### src/sv/vdh_fifo.sv
// Small register queue, first word through on dout while not empty.
// Depends on nothing.
module vdh_fifo #(
  parameter int WIDTH = 8,
  parameter int DEPTH = 4
) (
  input  logic             clk,
  input  logic             rst,
  input  logic             push,
  input  logic [WIDTH-1:0] din,
  output logic             full,
  input  logic             pop,
  output logic [WIDTH-1:0] dout,
  output logic             empty
);

  localparam int PW = (DEPTH > 1) ? $clog2(DEPTH) : 1;

  logic [WIDTH-1:0] store [DEPTH];
  logic [PW-1:0]    wr_ptr;
  logic [PW-1:0]    rd_ptr;
  logic [PW:0]      count;
  logic             do_wr;
  logic             do_rd;

  assign full  = (count == (PW+1)'(DEPTH));
  assign empty = (count == '0);
  assign do_wr = push && !full;
  assign do_rd = pop && !empty;
  assign dout  = store[rd_ptr];

  always_ff @(posedge clk) begin
    if (do_wr) begin
      store[wr_ptr] <= din;
    end
  end

  always_ff @(posedge clk) begin
    if (rst) begin
      wr_ptr <= '0;
      rd_ptr <= '0;
      count  <= '0;
    end else begin
      if (do_wr) begin
        wr_ptr <= (wr_ptr == PW'(DEPTH-1)) ? '0 : wr_ptr + 1'b1;
      end
      if (do_rd) begin
        rd_ptr <= (rd_ptr == PW'(DEPTH-1)) ? '0 : rd_ptr + 1'b1;
      end
      if (do_wr && !do_rd) begin
        count <= count + 1'b1;
      end else if (do_rd && !do_wr) begin
        count <= count - 1'b1;
      end
    end
  end

endmodule

### config.mk
export PLATFORM = sky130hd
export DESIGN_NAME = vdh_fifo
export DESIGN_NICKNAME = d
export VERILOG_FILES = /design/src/sv/vdh_fifo.sv
export SDC_FILE = /design/constraint.sdc
export NUM_CORES = 1
export LEC_CHECK = 0
export BUFFER_PORTS_ARGS = -buffer_cell sky130_fd_sc_hd__buf_2
export CORE_MARGIN = 8
export CORE_UTILIZATION = 37
export DETAILED_ROUTE_END_ITERATION = 8
export PLACE_DENSITY = 0.61
export SLEW_MARGIN = 20
export SYNTH_ARGS = -nofsm -noshare
export SYNTH_HDL_FRONTEND = slang
export SYNTH_SLANG_ARGS = --single-unit
### constraint.sdc
create_clock -name clk -period 2.5 [get_ports clk]
set_clock_uncertainty 0.15 [all_clocks]
set_input_delay 0.125 -clock clk [delete_from_list [all_inputs] [get_ports clk]]
set_output_delay 0.125 -clock clk [all_outputs]
set_load 0.01 [all_outputs]
# Yosys cells after proc, flatten, opt, wreduce, memory -nomap -nowiden
# Memory sizes are Yosys's and may differ from the RTL's. A register that Yosys moved wholly into a read port is not among the register bits.
# Cells that the tools add are included.
# word_totals
reg_bits	7
mem_bits_rw	32
out_inout_bits	10
memories	1
# mem_list
name	words	word_bits	read_ports	rd_clocked_by_memory_dff	wr	line	rtl
store	4	8	1	1	1	19	logic [WIDTH-1:0] store [DEPTH];
# classes
n_addsub	4
n_eq_ne	3
muxes	8
reduce_logical	10
# ops
op	n
$mux 2	4
$mux 3	2
$add 2x1->2 const B	2
$eq 2x2->1 const B	2
$logic_and 1x1->1	4
$logic_not 1->1	4
$add 3x1->3 const B	1
$eq 3x3->1 const B	1
$logic_not 3->1	1
$sub 3x1->3 const B	1
$mux 1	2
$reduce_bool 2->1	1

# Logic depth before layout (Yosys ltp)
# depth
word_depth	7
depth_mapped	10

# Worst setup path before layout
# Ideal clock, no wire load.
# synth_timing
kind	register to register
startpoint	register count[0]
endpoint	register count[2]
arrival_ps	2103
slack_ps	176
path_stages_with_launch	11
n_path_buf	1
synth_period_minus_slack_ps	2324
cell_sequence	dfxtp_1 or3b_1 buf_6 clkinv_4 nor2_2 ha_1 inv_1 fa_1 xor2_1 or3_2 a21oi_1
# synth_between
elab_chain_len	6
elab_cells_between_ends	15
cone_classes	add/sub (2); eq/ne (1); mux (2); reduce/logical (10)
# synth_lines
element	line	rtl
start, declared	22	logic [PW:0] count;
start signal, assigned	51	count <= count + 1'b1;
start signal, assigned	53	count <= count - 1'b1;
$eq 3x3->1 *	26	assign full = (count == (PW+1)'(DEPTH));
net full	11	output logic full,
$logic_not 1->1 *	28	assign do_wr = push && !full;
$logic_and 1x1->1 *	28	
net do_wr	23	logic do_wr;
$logic_not 1->1	52	end else if (do_rd && !do_wr) begin
$logic_and 1x1->1	52	
$reduce_bool 2->1 (no line)	-	
# The timed path passes the listed nets; every way through them passes the cells marked *. The select of a mux whose other input is x is not followed.
# A chain may end at the register's enable or synchronous reset.

# Final worst setup path
# layout_timing
startpoint	register count[2]
endpoint	register count[2]
# layout_between
elab_chain_len	6
elab_cells_between_ends	15
cone_classes	add/sub (2); eq/ne (1); mux (2); reduce/logical (10)
# layout_lines
element	line
$eq 3x3->1 *	26
$logic_not 1->1 *	28
$logic_and 1x1->1 *	28
net do_wr	23
$logic_not 1->1	52
$logic_and 1x1->1	52
$reduce_bool 2->1 (no line)	-
# Marked as above.

==> summary.md <==
| Metric | Value |
|---|---|
| Worst Min Path Start | pop |
| Max Buffers Root-to-Sink | 2 |
| Initial antenna violation count | 0 |
| Clock transition at path regs | 0.07 ns |
| Number of CTS-inserted buffers | 5 |
| Via Count | 893 |
| Die ar. | 6840 µm² |
| Hold endpoint | rd_ptr[0]$_SDFFE_PP0P_ |
| CP max stage cell | or3_2 |
| Synthesized flop and latch total | 41 |
| Die Height | 82.7 µm |
| Final period util | 0.939 |
| Largest net degree at the start of global routing | 14 |
| Placer Congestion | 0.664 |
| Seq/Total Area, Yosys | 0.694 |
| Worst Hold Class | input pin to flop |
| Buf+Inv Stages, Crit Path | 2 |
| Syn avg cell area | 17.9 µm² |
| Cell chain of the critical path | or3b_4 -> clkinv_4 -> nor2_2 -> ha_2 -> inv_1 -> fa_1 -> xor2_1 -> or3_2 -> a21oi_2 |
| Critical Path End Type | flop |
| Final WL | 2830 µm |
| Crit path from | count[2]$_SDFFE_PP0P_ |
| Antenna-violating nets left | 0 |
| Startpoint types | flop |
| Final global-route overflow total | 0 |
| Residual DRC | 0 |
| Syn Nets | 111 |
| DR pass1 iterations | 4 |
| Highest net fanout along the worst path | 5 |
| DR WL/cell | 15.5 µm |
| Root buf cell | clkbuf_8 |
| Core area | 4320 µm² |
| PD cells | 929 nW/µm² |
| Top delay family on crit path | simple AND/OR/NAND/NOR gates |
| Most common cell after layout, fill and taps aside | edfxtp_1 |
| Unrepaired setup endpoints after global routing | false |
| Cell Area, Placed | 1800 µm² |
| Reg2reg start | count[2]$_SDFFE_PP0P_ |
| FF-to-FF setup slack | 0.15 ns |
| Final hold vios | 0 |
| CTS tree | built |
| CTS H-Tree Depth | 2 |
| Initial DRC Count | 27 |
| Number of global-route vias before repair | 991 |
| Synth cell types | 26 |
| Cell area after layout | 2050 µm² |
| Slew Viols, Final | 0 |
| IO Pins | 22 |
| Final core utilization | 0.475 |
| RR Endpoint | count[2]$_SDFFE_PP0P_ |
| Worst Path Required | 2.57 ns |
| Buffers on Ports | 21 |
| Min-Delay Path Depth | 4 |
| Crit-path max cell delay | 0.42 ns |
| Mapped Cells | 92 |
| Max-slew headroom | 0.620 |
| Setup WS pre-CTS | 0.00607 ns |
| Area added between synthesis and finish | 24.8% |
| Wire length of the first global-routing pass | 4510 µm |
| All-layer global routing usage | 0.0919 |
| Die width | 82.7 µm |
| DP HPWL | 1940 µm |
| Synth Cell Area | 1650 µm² |
| Setup violators final | 0 |
| Setup total negative slack | 0 ns |
| Commonest cells after routing, fill and taps aside | edfxtp_1, buf_2, dlygate4sd3_1, mux4_2 |
| VDD IR max | 0.000475 V |
| Critical path class | flop to flop |
| Status | completed |
| Synth warn | 0 |
| Antenna Cells | 0 |
| P_leak | 0.000762 µW |
| Sink Count | 41 |
| Routed vias/inst | 4.91 |
| Fin crit period | 2.35 ns |
| Layout Nets | 148 |
| Initial Util | 0.380 |
| Slew @ Worst Pin | 0.569 ns |
| Standard-cell rows | 24 |
| Max_cap viols | 0 |
| Reg2reg path depth | 9 |
| Clock Latency Late Sink | 0.29 ns |
| PnR worst setup slack | 0.153 ns |
| Layout cell share with drive strength beyond 1 | 0.415 |
| Critical path data arrival time | 2.42 ns |
| Highest clock rate | 426 MHz |
==> cells in the mapped netlist <==
master,count,share of area
edfxtp_1,32,0.58
dfxtp_1,9,0.11
mux4_2,8,0.11
ha_1,6,0.046
and3_2,4,0.018
inv_1,4,0.0091
a21oi_1,3,0.0091
nor2_1,3,0.0068
mux2i_1,2,0.012
nand3_1,2,0.0061
nor3_1,2,0.0061
o31ai_2,2,0.015
xor2_1,2,0.011
buf_1,1,0.0023
buf_2,1,0.0030
buf_6,1,0.0068
clkbuf_1,1,0.0023
clkinv_4,1,0.0053
fa_1,1,0.012
nand2_1,1,0.0023
nor2_2,1,0.0038
o21ai_0,1,0.0030
o21ai_1,1,0.0030
or3_1,1,0.0038
or3_2,1,0.0046
or3b_1,1,0.0053
==> sequential cells by signal, summed over array words and instances (netlist names), named ones only <==
name / count
store: 32
rd_ptr: 2
count: 3
wr_ptr: 2
==> layout make-up <==
type | count | area (µm²)
well taps | 52 | 65.1
flip-flops and latches | 41 | 1140
inverters | 5 | 23.8
clock inverters | 1 | 7.51
fillers | 397 | 2270
clock buffers | 7 | 108
multi-input cells | 42 | 474
repair buffers | 34 | 230
==> routing by layer <==
metal	part of all wire	vias to the layer above	wire length, µm	track usage
li1	-	427	-	-
met1	0.40	439	1130	0.0896
met2	0.51	21	1450	0.160
met3	0.070	6	197	0.0465
met4	0.016	0	45	0.0397
met5	0	-	0	0
==> how the worst max path moves through the flow <==
stage	end	depth (start not counted)
global placement	count[2]$_SDFFE_PP0P_	9
global route	count[2]$_SDFFE_PP0P_	9
CTS	count[2]$_SDFFE_PP0P_	9
floorplan	count[2]$_SDFFE_PP0P_	10
finish	count[2]$_SDFFE_PP0P_	9
detailed placement	count[2]$_SDFFE_PP0P_	7
==> through the flow <==
| stage | total power, µW | hold slack [ns] | std cells |
|---|---|---|---|
| after floorplan | 1230 | 0.0739 | 92 |
| after global placement | 1350 | 0.187 | 162 |
| after detailed placement | 1380 | 0.194 | 162 |
| after CTS | 1920 | 0.0701 | 181 |
| after global routing | 2030 | 0.0825 | 182 |
| final | 1910 | 0.0676 | 182 |
==> logic make-up (layout without fill, tap and decap cells) <==
group,after synthesis,in the layout,share of synthesized area
xor gates and xnor gates,2,2,0.0106
DFF,41,41,0.694
adders and majority gates,7,7,0.0578
AOI/OAI and AO/OA,7,7,0.0304
muxes,10,10,0.122
and+or+nand+nor,16,16,0.0570
buffers and inverters,9,47,0.0289
==> worst min-delay path, cell delays in order <==
cell and delay [ns]:
buf_2 0.11, o31ai_4 0.09, nand2_1 0.06, a21oi_1 0.07
==> report_power, final <==
group	internal, µW	switching (µW)	total [µW]
Combinational	258	219	477
Clock	284	222	506
Sequential	835	89.5	924
==> timing repair <==
| item | CTS | global route |
|---|---|---|
| gates resized for setup | 3 | 4 |
| endpoints found under the hold margin | 41 | 0 |
| buffers inserted | 0 | 1 |
| hold buffers | 11 | 0 |
| endpoints found under the setup margin | 1 | 1 |
Note: power is estimated with default switching activity, not from simulation.
