**src/sv/vdh_pkg.sv**
```systemverilog
// Shared types and constants for the voxel decay histogram core.
// Depends on nothing; the front end, back end and top import it.
package vdh_pkg;

  localparam int ID_W      = 32;
  localparam int CRYSTAL_W = 16;
  localparam int POS_W     = 24;
  localparam int RADDR_W   = 17;
  localparam int ADDR_W    = 20;   // largest event address with 7/7/6-bit grid registers
  localparam int OUT_W     = 32;
  localparam int GXY_W     = 7;
  localparam int GZ_W      = 6;
  localparam int SPLIT_W   = 16;
  localparam int PART_W    = 14;   // x + y*gx, also gx*gy
  localparam int PADDR_W   = 4;
  localparam int PDATA_W   = 32;

  typedef logic [1:0] reg_idx_t;
  localparam reg_idx_t REG_GRID_X      = 2'd0;
  localparam reg_idx_t REG_GRID_Y      = 2'd1;
  localparam reg_idx_t REG_GRID_Z      = 2'd2;
  localparam reg_idx_t REG_SPLIT_INDEX = 2'd3;

  localparam logic [GXY_W-1:0]   GRID_X_RST = 7'd64;
  localparam logic [GXY_W-1:0]   GRID_Y_RST = 7'd64;
  localparam logic [GZ_W-1:0]    GRID_Z_RST = 6'd32;
  localparam logic [SPLIT_W-1:0] SPLIT_RST  = 16'd32448;

  localparam logic KIND_EVENT = 1'b0;
  localparam logic KIND_READ  = 1'b1;

  typedef struct packed {
    logic [GXY_W-1:0]   grid_x;
    logic [GXY_W-1:0]   grid_y;
    logic [GZ_W-1:0]    grid_z;
    logic [SPLIT_W-1:0] split_index;
  } cfg_t;

  typedef enum logic [1:0] {
    CLS_LOW_LOW,
    CLS_HIGH_HIGH,
    CLS_MIXED
  } cls_t;

  typedef struct packed {
    logic              is_read;
    logic              is_true;
    cls_t              cls;
    logic              in_box;   // all three axes in the grid
    logic [ADDR_W-1:0] addr;
  } op_t;

  typedef struct packed {
    logic [OUT_W-1:0] voxel_count;
    logic             in_grid;
    logic [OUT_W-1:0] true_total;
    logic [OUT_W-1:0] count_low_low;
    logic [OUT_W-1:0] count_high_high;
    logic [OUT_W-1:0] count_mixed;
  } res_t;

endpackage

```
**src/sv/vdh_front.sv**
```systemverilog
// Front end: accepts words, classifies them and works out the store address.
// Two-stage pipeline; depends on vdh_pkg.
module vdh_front #(
  parameter int DIM_X = 64,
  parameter int DIM_Y = 64,
  parameter int DIM_Z = 32
) (
  input  logic                               clk,
  input  logic                               rst,
  input  vdh_pkg::cfg_t                      cfg,
  input  logic                               hold,
  input  logic                               push,
  output logic                               full,
  input  logic                               kind,
  input  logic signed [vdh_pkg::ID_W-1:0]    coinc_id,
  input  logic [vdh_pkg::CRYSTAL_W-1:0]      crystal_a,
  input  logic [vdh_pkg::CRYSTAL_W-1:0]      crystal_b,
  input  logic signed [vdh_pkg::POS_W-1:0]   pos_x,
  input  logic signed [vdh_pkg::POS_W-1:0]   pos_y,
  input  logic signed [vdh_pkg::POS_W-1:0]   pos_z,
  input  logic [vdh_pkg::RADDR_W-1:0]        read_address,
  output logic                               op_valid,
  output vdh_pkg::op_t                       op,
  input  logic                               op_ready
);

  import vdh_pkg::*;

  function automatic logic [GXY_W-1:0] clamp_grid(input logic [GXY_W-1:0] g, input int dim);
    logic [GXY_W-1:0] r;
    if (g == '0) begin
      r = GXY_W'(1);
    end else if (32'(g) > dim) begin
      r = GXY_W'(dim);
    end else begin
      r = g;
    end
    return r;
  endfunction

  // {in grid, voxel}: floor of the signed 16.8 fixed point value, offset by g/2
  function automatic logic [GXY_W:0] axis_cell(input logic [POS_W-1:0] pos,
                                               input logic [GXY_W-1:0] g);
    logic [17:0] c;
    c = {{2{pos[23]}}, pos[23:8]} + {12'd0, g[GXY_W-1:1]};
    return {(~c[17]) && (c[16:0] < {10'd0, g}), c[GXY_W-1:0]};
  endfunction

  logic [GXY_W-1:0]  gx;
  logic [GXY_W-1:0]  gy;
  logic [GXY_W-1:0]  gz;
  logic [GXY_W:0]    ax;
  logic [GXY_W:0]    ay;
  logic [GXY_W:0]    az;
  logic [PART_W-1:0] part_c;
  cls_t              cls_c;
  logic              a_low;
  logic              b_low;

  logic [PART_W-1:0]  gxy;
  logic               s1_valid;
  logic               s1_read;
  logic               s1_true;
  cls_t               s1_cls;
  logic               s1_inside;
  logic [RADDR_W-1:0] s1_raddr;
  logic [PART_W-1:0]  s1_part;
  logic [GZ_W-1:0]    s1_z;

  logic              s1_ready;
  logic              s2_ready;
  logic              accept;
  logic [ADDR_W-1:0] z_term;
  op_t               op_next;

  assign gx = clamp_grid(cfg.grid_x, DIM_X);
  assign gy = clamp_grid(cfg.grid_y, DIM_Y);
  assign gz = clamp_grid({1'b0, cfg.grid_z}, DIM_Z);

  assign ax = axis_cell(pos_x, gx);
  assign ay = axis_cell(pos_y, gy);
  assign az = axis_cell(pos_z, gz);

  assign part_c = PART_W'({7'd0, ay[GXY_W-1:0]} * {7'd0, gx}) + PART_W'(ax[GXY_W-1:0]);

  assign a_low = crystal_a < cfg.split_index;
  assign b_low = crystal_b < cfg.split_index;

  always_comb begin
    if (a_low && b_low) begin
      cls_c = CLS_LOW_LOW;
    end else if (!a_low && !b_low) begin
      cls_c = CLS_HIGH_HIGH;
    end else begin
      cls_c = CLS_MIXED;
    end
  end

  assign s2_ready = !op_valid || op_ready;
  assign s1_ready = !s1_valid || s2_ready;
  assign full     = !s1_ready || hold;
  assign accept   = push && !full;

  assign z_term = ADDR_W'({14'd0, s1_z} * {6'd0, gxy});

  always_comb begin
    op_next.is_read = s1_read;
    op_next.is_true = s1_true;
    op_next.cls     = s1_cls;
    op_next.in_box  = s1_inside;
    op_next.addr    = s1_read ? ADDR_W'(s1_raddr) : ADDR_W'(s1_part) + z_term;
  end

  // the user must change the grid registers only while the block is idle; the block itself does not enforce it
  always_ff @(posedge clk) begin
    gxy <= PART_W'({7'd0, gx} * {7'd0, gy});
  end

  always_ff @(posedge clk) begin
    if (rst) begin
      s1_valid <= 1'b0;
      op_valid <= 1'b0;
    end else begin
      if (s1_ready) begin
        s1_valid <= accept;
      end
      if (s2_ready) begin
        op_valid <= s1_valid;
      end
    end
    if (accept) begin
      s1_read   <= (kind == KIND_READ);
      s1_true   <= !coinc_id[ID_W-1];
      s1_cls    <= cls_c;
      s1_inside <= ax[GXY_W] && ay[GXY_W] && az[GXY_W];
      s1_raddr  <= read_address;
      s1_part   <= part_c;
      s1_z      <= az[GZ_W-1:0];
    end
    if (s1_valid && s2_ready) begin
      op <= op_next;
    end
  end

endmodule

```
**config.mk**
```make
export PLATFORM = sky130hd
export DESIGN_NAME = vdh_front
export DESIGN_NICKNAME = d
export VERILOG_FILES = /design/src/sv/vdh_pkg.sv /design/src/sv/vdh_front.sv
export SDC_FILE = /design/constraint.sdc
export NUM_CORES = 1
export LEC_CHECK = 0
export ABC_AREA = 1
export ABC_CLOCK_PERIOD_IN_PS = 8650
export BUFFER_PORTS_ARGS = -buffer_cell sky130_fd_sc_hd__buf_2
export CAP_MARGIN = 20
export CORE_MARGIN = 3
export CORE_UTILIZATION = 32
export CTS_CLUSTER_DIAMETER = 100
export DETAILED_ROUTE_END_ITERATION = 8
export SLEW_MARGIN = 20
export SYNTH_ARGS = -nofsm -noshare
export SYNTH_HDL_FRONTEND = slang
export SYNTH_SLANG_ARGS = --single-unit
export TNS_END_PERCENT = 1
```
**constraint.sdc**
```tcl
create_clock -name clk -period 8.65 [get_ports clk]
set_input_delay 1.73 -clock clk [delete_from_list [all_inputs] [get_ports clk]]
set_output_delay 1.73 -clock clk [all_outputs]
set_load 0.01 [all_outputs]
```
## Word level (Yosys, flattened, before mapping)

Index checks and enable logic that the tools add are counted.

- Bits of input ports: 195
- Output and inout bits: 27
- Flip-flop bits (word level): 83
- Bits in latches: 0
- Memories: 0
- ROM bits: 0
- RAM bits: 0

- Reduce and logical (&&, ||, !) cells: 22
- $lt $le $gt $ge: 8
- Shift operators: 0
- Multiplexer cells: 8
- $mul: 3
- Divide/modulo/power cells: 0
- Equality and inequality tests: 0
- $add $sub $neg: 5
- Bitwise gates (word level): 3

Operators by type and width:

| operator | count |
|---|---|
| < comparator 17 x 7 -> 1 bit | 3 |
| adder 16 x 7 -> 17 bit | 2 |
| < comparator 16 bit | 2 |
| multiplier 7 x 7 -> 14 bit | 2 |
| two-way mux 7 bit | 4 |
| adder 14 x 20 -> 20 bit | 1 |
| multiplier 6 x 14 -> 20 bit | 1 |
| adder 16 x 6 -> 17 bit | 1 |
| two-way mux 17 bit | 1 |
| adder 14 x 7 -> 14 bit | 1 |
| greater-than comparator 7 bit (second input constant) | 2 |
| logical NOT 7 bit | 2 |
| two-way mux 6 bit | 2 |
| logical AND 1 bit | 9 |
| logical NOT 1 bit | 7 |
| greater-than comparator 6 bit (second input constant) | 1 |
| logical NOT 6 bit | 1 |
| logical OR 1 bit | 3 |
| inverter 1 bit | 3 |
| two-way mux 2 bit | 1 |

## Logic depth before layout (Yosys ltp)

- Word-level depth: 8
- Gate-level depth with buffers: 27
- Mapped depth without buffers: 27

## Least setup slack after synthesis

OpenSTA, ideal clock, no wires.

- Kind: input to register
- Start: input cfg[28] (netlist name)
- End: register s1_part[10], data pin
- Cell stages on the path: 24
- Path slack: 1.970 ns
- Arrival: 6.415 ns
- Setup time: 0.265 ns
- Cell sequence: inv_2 nand2_1 inv_1 ha_1 inv_1 fa_1 inv_1 nand2_1 nand3_2 xor2_1 inv_2 nor2_1 fa_1 fa_1 fa_1 inv_1 fa_1 inv_1 ha_1 a21oi_1 o21ai_0 a21oi_1 o211ai_1 xor2_1

- Longest elaborated chain between the ends: 6

Ends and longest elaborated chain:

| element | line | text |
|---|---|---|
| start, declared | vdh_front.sv:10 | `input vdh_pkg::cfg_t cfg,` |
| greater-than comparator 7 bit | vdh_front.sv:33 | `end else if (32'(g) > dim) begin` |
| two-way mux 7 bit | vdh_front.sv:33 |  |
| two-way mux 7 bit (*) | vdh_front.sv:31 | `if (g == '0) begin` |
| adder 16 x 7 -> 17 bit (*) | vdh_front.sv:45 | `c = {{2{pos[23]}}, pos[23:8]} + {12'd0, g[GXY_W-1:1]};` |
| multiplier 7 x 7 -> 14 bit (*) | vdh_front.sv:84 | `assign part_c = PART_W'({7'd0, ay[GXY_W-1:0]} * {7'd0, gx}) + PART_W'(ax[GXY_W-1:0]);` |
| adder 14 x 7 -> 14 bit (*) | vdh_front.sv:84 |  |
| net part_c[10] | vdh_front.sv:55 | `logic [PART_W-1:0] part_c;` |
| end signal, assigned | vdh_front.sv:137 | `s1_part <= part_c;` |
| end, declared | vdh_front.sv:67 | `logic [PART_W-1:0] s1_part;` |

The timed path passes the listed nets; every way through them passes the cells marked *.
A chain may end at the register's enable or synchronous reset.

## Final worst setup path

Ends and elaborated chain as after synthesis.

==> results.cfg <==
[route]
drt-initial-drc-count = 450
drt_wl_total_um = 29200
final_antenna_net_count = 0
via_per_instance_ratio = 4.51
dr_total_vias = 10200
wire_per_inst_um = 12.9
drt_pass1_iterations = 4
drc = 0

[power]
p_per_cell_area_nw_per_um2 = 205
maximum_ir_drop_on_the_vdd_rail_mv = 0.203
p_leak_nw = 7.70

[cts]
hold_buffers = 0
numClockSinks = 83
insertion_delay_ns = 0.35
ctsHtreeMaxLevel = 3
clockRootBuffer = sky130_fd_sc_hd__clkbuf_16
tritoncts.num_buffers = 9
clk_transition_reported_paths_ns = 0.06
cts.path.max_buffers = 2
cts-resized-gates = 0
cts_setup_buffers = 0
tritoncts = built

[timing]
finalSetupTns_ns = 0
finalSetupViolations = 0
rsz_0062_raised_after_global_routing = false
min_period_ns = 7.14
timing.hold.ws_ns = 0.419
min_period_over_period_pct = 82.6
final.setup_skew_ns = 0.00741
timing.fmax_mhz = 140
timing_worst_slew_pin_value_ns = 0.904
timing.slew.headroom_pct = 39.6
fin_max_slew_vios = 0
timing_hold_violations_final = 0

[cells_and_area]
non_filler_cell_area_final_um2 = 13900
multi_input_comb_area_um2 = 8550
layout.core_utilization_pct = 37.5
diodes = 0
layout-drive-gt1-share_pct = 12.9
register_area_um2 = 2330
nFillCells = 3931
nNetsFinal = 2242
area_overhead_vs_synth_pct = 14.4

[hold_path]
worstHoldStart = s1_cls[1]
timing.hold.worst.class = reg -> reg

[synth]
yosys_warn_count = 0
synthesis.area_um2 = 12100
synth.avg_cell_area_um2 = 7.61
postSynthNetCount = 2073
synth-edff-count = 67
synth_cell_type_count = 39
postSynthCellCount = 1591
synth.yosys.seq_area_share_pct = 19.3
fraction_of_registers_with_async_set_or_reset_after_synthesis_pct = 0
synth_top_flop_cell = sky130_fd_sc_hd__edfxtp_1
synth_seq_cells = 83

[critical_path]
worst-endpoint-required_ns = 8.74
critPathLaunch = cfg[28]
crit_arrival_ns = 7.23
end_kind = flop
worstSetupStartpointType = input port
crit_type = in -> reg
worstPathCellList = buf_2 > inv_2 > nand2_1 > inv_1 > ha_1 > nand2_1 > nor2_1 > nand2_1 > nand3_1 > xor2_1 > inv_1 > nor2_1 > fa_1 > fa_1 > fa_1 > inv_1 > fa_1 > inv_1 > ha_1 > a21oi_1 > o21ai_0 > a21oi_1 > o211ai_1 > xor2_1
regToRegStartpoint = s1_z[5]
worst_path_largest_cell_delay_ns = 0.54
cpMaxStageDelayCell = sky130_fd_sc_hd__fa_1
critical_path.max_fanout = 9

[status]
run_status = finished clean

[global_route]
pin_count_of_the_biggest_net_entering_global_routing = 44
grt_pass1_vias = 10500
track_usage_pct = 14.7
grt_overflow = 0
grt_first_pass_wirelength_um = 50000
grt_antenna_before_repair = 0

[floorplan]
chipWidth_um = 200
starting_density_of_the_core_pct = 32.8
fp.dieH_um = 200
die-area_um2 = 40200
io_pins = 222
core_area_um2 = 37000
placementRows = 70

[placed_design]
detailed_place.area_um2 = 13600
dp.final_hpwl_um = 25400
portBuffers = 166
place_congestion = 0.867

[job]
timing.max_cap.violations = 0
## critical path, delay by kind of cell
family,cells,cell delay (ns)
fa+ha+maj,6,2.72
buf+inv,6,0.78
simple gates,6,0.76
compound gates,4,0.63
xor+xnor,2,0.57
## state kept, by name, summed over array words and instances (netlist names), 2 cells and up
register  count
s1_raddr     17
gxy          14
op           25
s1_cls        2
s1_part      14
s1_z          6
## cell families after synthesis
| logic type | Yosys count | share of synthesized area [%] |
|---|---|---|
| AOI/OAI and AO/OA | 126 | 5.74 |
| adders and majority gates | 287 | 37.0 |
| DFF | 83 | 19.3 |
| buffers and inverters | 331 | 10.3 |
| and+or+nand+nor | 726 | 25.0 |
| xor gates and xnor gates | 38 | 2.75 |
## path summary, 6_finish.rpt
path                  to  slack (ns)  cells past startpoint
min               op[22]        0.42                      0
max reg2reg       op[14]        4.01                     14
min reg2reg       op[22]        0.42                      0
max          s1_part[10]        1.51                     24
## synthesized netlist by cell type (7+ instances only)
master,number,area share [%]
sky130_fd_sc_hd__fa_1,118,20
sky130_fd_sc_hd__xnor2_1,10,0.72
sky130_fd_sc_hd__a21oi_1,67,2.8
sky130_fd_sc_hd__nor2_1,142,4.4
sky130_fd_sc_hd__edfxtp_1,67,17
sky130_fd_sc_hd__nand3b_1,8,0.50
sky130_fd_sc_hd__nand3_1,77,3.2
sky130_fd_sc_hd__or2_2,8,0.41
sky130_fd_sc_hd__ha_1,169,17
sky130_fd_sc_hd__o21ai_0,28,1.2
sky130_fd_sc_hd__nand2_1,439,14
sky130_fd_sc_hd__inv_2,11,0.34
sky130_fd_sc_hd__clkbuf_1,12,0.37
sky130_fd_sc_hd__xor2_1,28,2.0
sky130_fd_sc_hd__inv_1,305,9.5
sky130_fd_sc_hd__nor3_1,13,0.54
sky130_fd_sc_hd__dfxtp_1,16,2.6
sky130_fd_sc_hd__nand2_2,7,0.36
sky130_fd_sc_hd__o21bai_1,9,0.56
sky130_fd_sc_hd__nand4_1,15,0.78
## power by group
part | switching [mW] | leakage, nW | total, mW | internal, mW
Clock | 0.170 | 0.139 | 0.369 | 0.199
Combinational | 1.14 | 6.80 | 1.89 | 0.750
Sequential | 0.0473 | 0.760 | 0.576 | 0.528
## layer usage
layer | vias to the layer above | global-route usage, % | routed length, µm
li1 | 5327 | - | -
met1 | 4715 | 20.3 | 14300
met2 | 180 | 25.0 | 13500
met3 | 20 | 1.85 | 1070
met4 | 0 | 2.38 | 281
met5 | - | 0 | 0
## cell type report
type / instances / share of cell area [%]
flip-flops and latches: 83 / 16.8
multi-input cells: 1177 / 61.7
repair buffers: 170 / 6.21
well taps: 504 / 4.55
inverters: 319 / 8.64
clock inverters: 7 / 0.406
clock buffers: 9 / 1.63
## stage by stage
stage / instances / setup WS, ns / total power [mW]
final: 2269 / 1.51 / 2.84
after global routing: 2269 / 1.14 / 3.23
after CTS: 2269 / 1.53 / 2.87
after detailed placement: 2253 / 1.16 / 2.49
after global placement: 2253 / 1.28 / 2.47
after floorplan: 1591 / 1.97 / 2.04
## layout by cell type (no fill, tap or decap), types with 3 or more instances in the layout
master	instances
sky130_fd_sc_hd__nand2_1	439
sky130_fd_sc_hd__inv_1	305
sky130_fd_sc_hd__ha_1	169
sky130_fd_sc_hd__buf_2	166
sky130_fd_sc_hd__nor2_1	141
sky130_fd_sc_hd__fa_1	118
sky130_fd_sc_hd__nand3_1	77
sky130_fd_sc_hd__edfxtp_1	67
sky130_fd_sc_hd__a21oi_1	66
sky130_fd_sc_hd__xor2_1	28
sky130_fd_sc_hd__o21ai_0	28
sky130_fd_sc_hd__dfxtp_1	16
sky130_fd_sc_hd__nand4_1	15
sky130_fd_sc_hd__nor3_1	13
sky130_fd_sc_hd__inv_2	11
sky130_fd_sc_hd__xnor2_1	10
sky130_fd_sc_hd__o21bai_1	9
sky130_fd_sc_hd__clkbuf_16	9
sky130_fd_sc_hd__or2_2	8
sky130_fd_sc_hd__nand3b_1	8
sky130_fd_sc_hd__nand2_2	7
sky130_fd_sc_hd__o21ai_1	6
sky130_fd_sc_hd__a31oi_1	4
sky130_fd_sc_hd__nor2_2	4
sky130_fd_sc_hd__buf_4	4
sky130_fd_sc_hd__clkinv_1	3
sky130_fd_sc_hd__nand3_2	3
sky130_fd_sc_hd__inv_6	3
(Power assumes the default switching activity.)
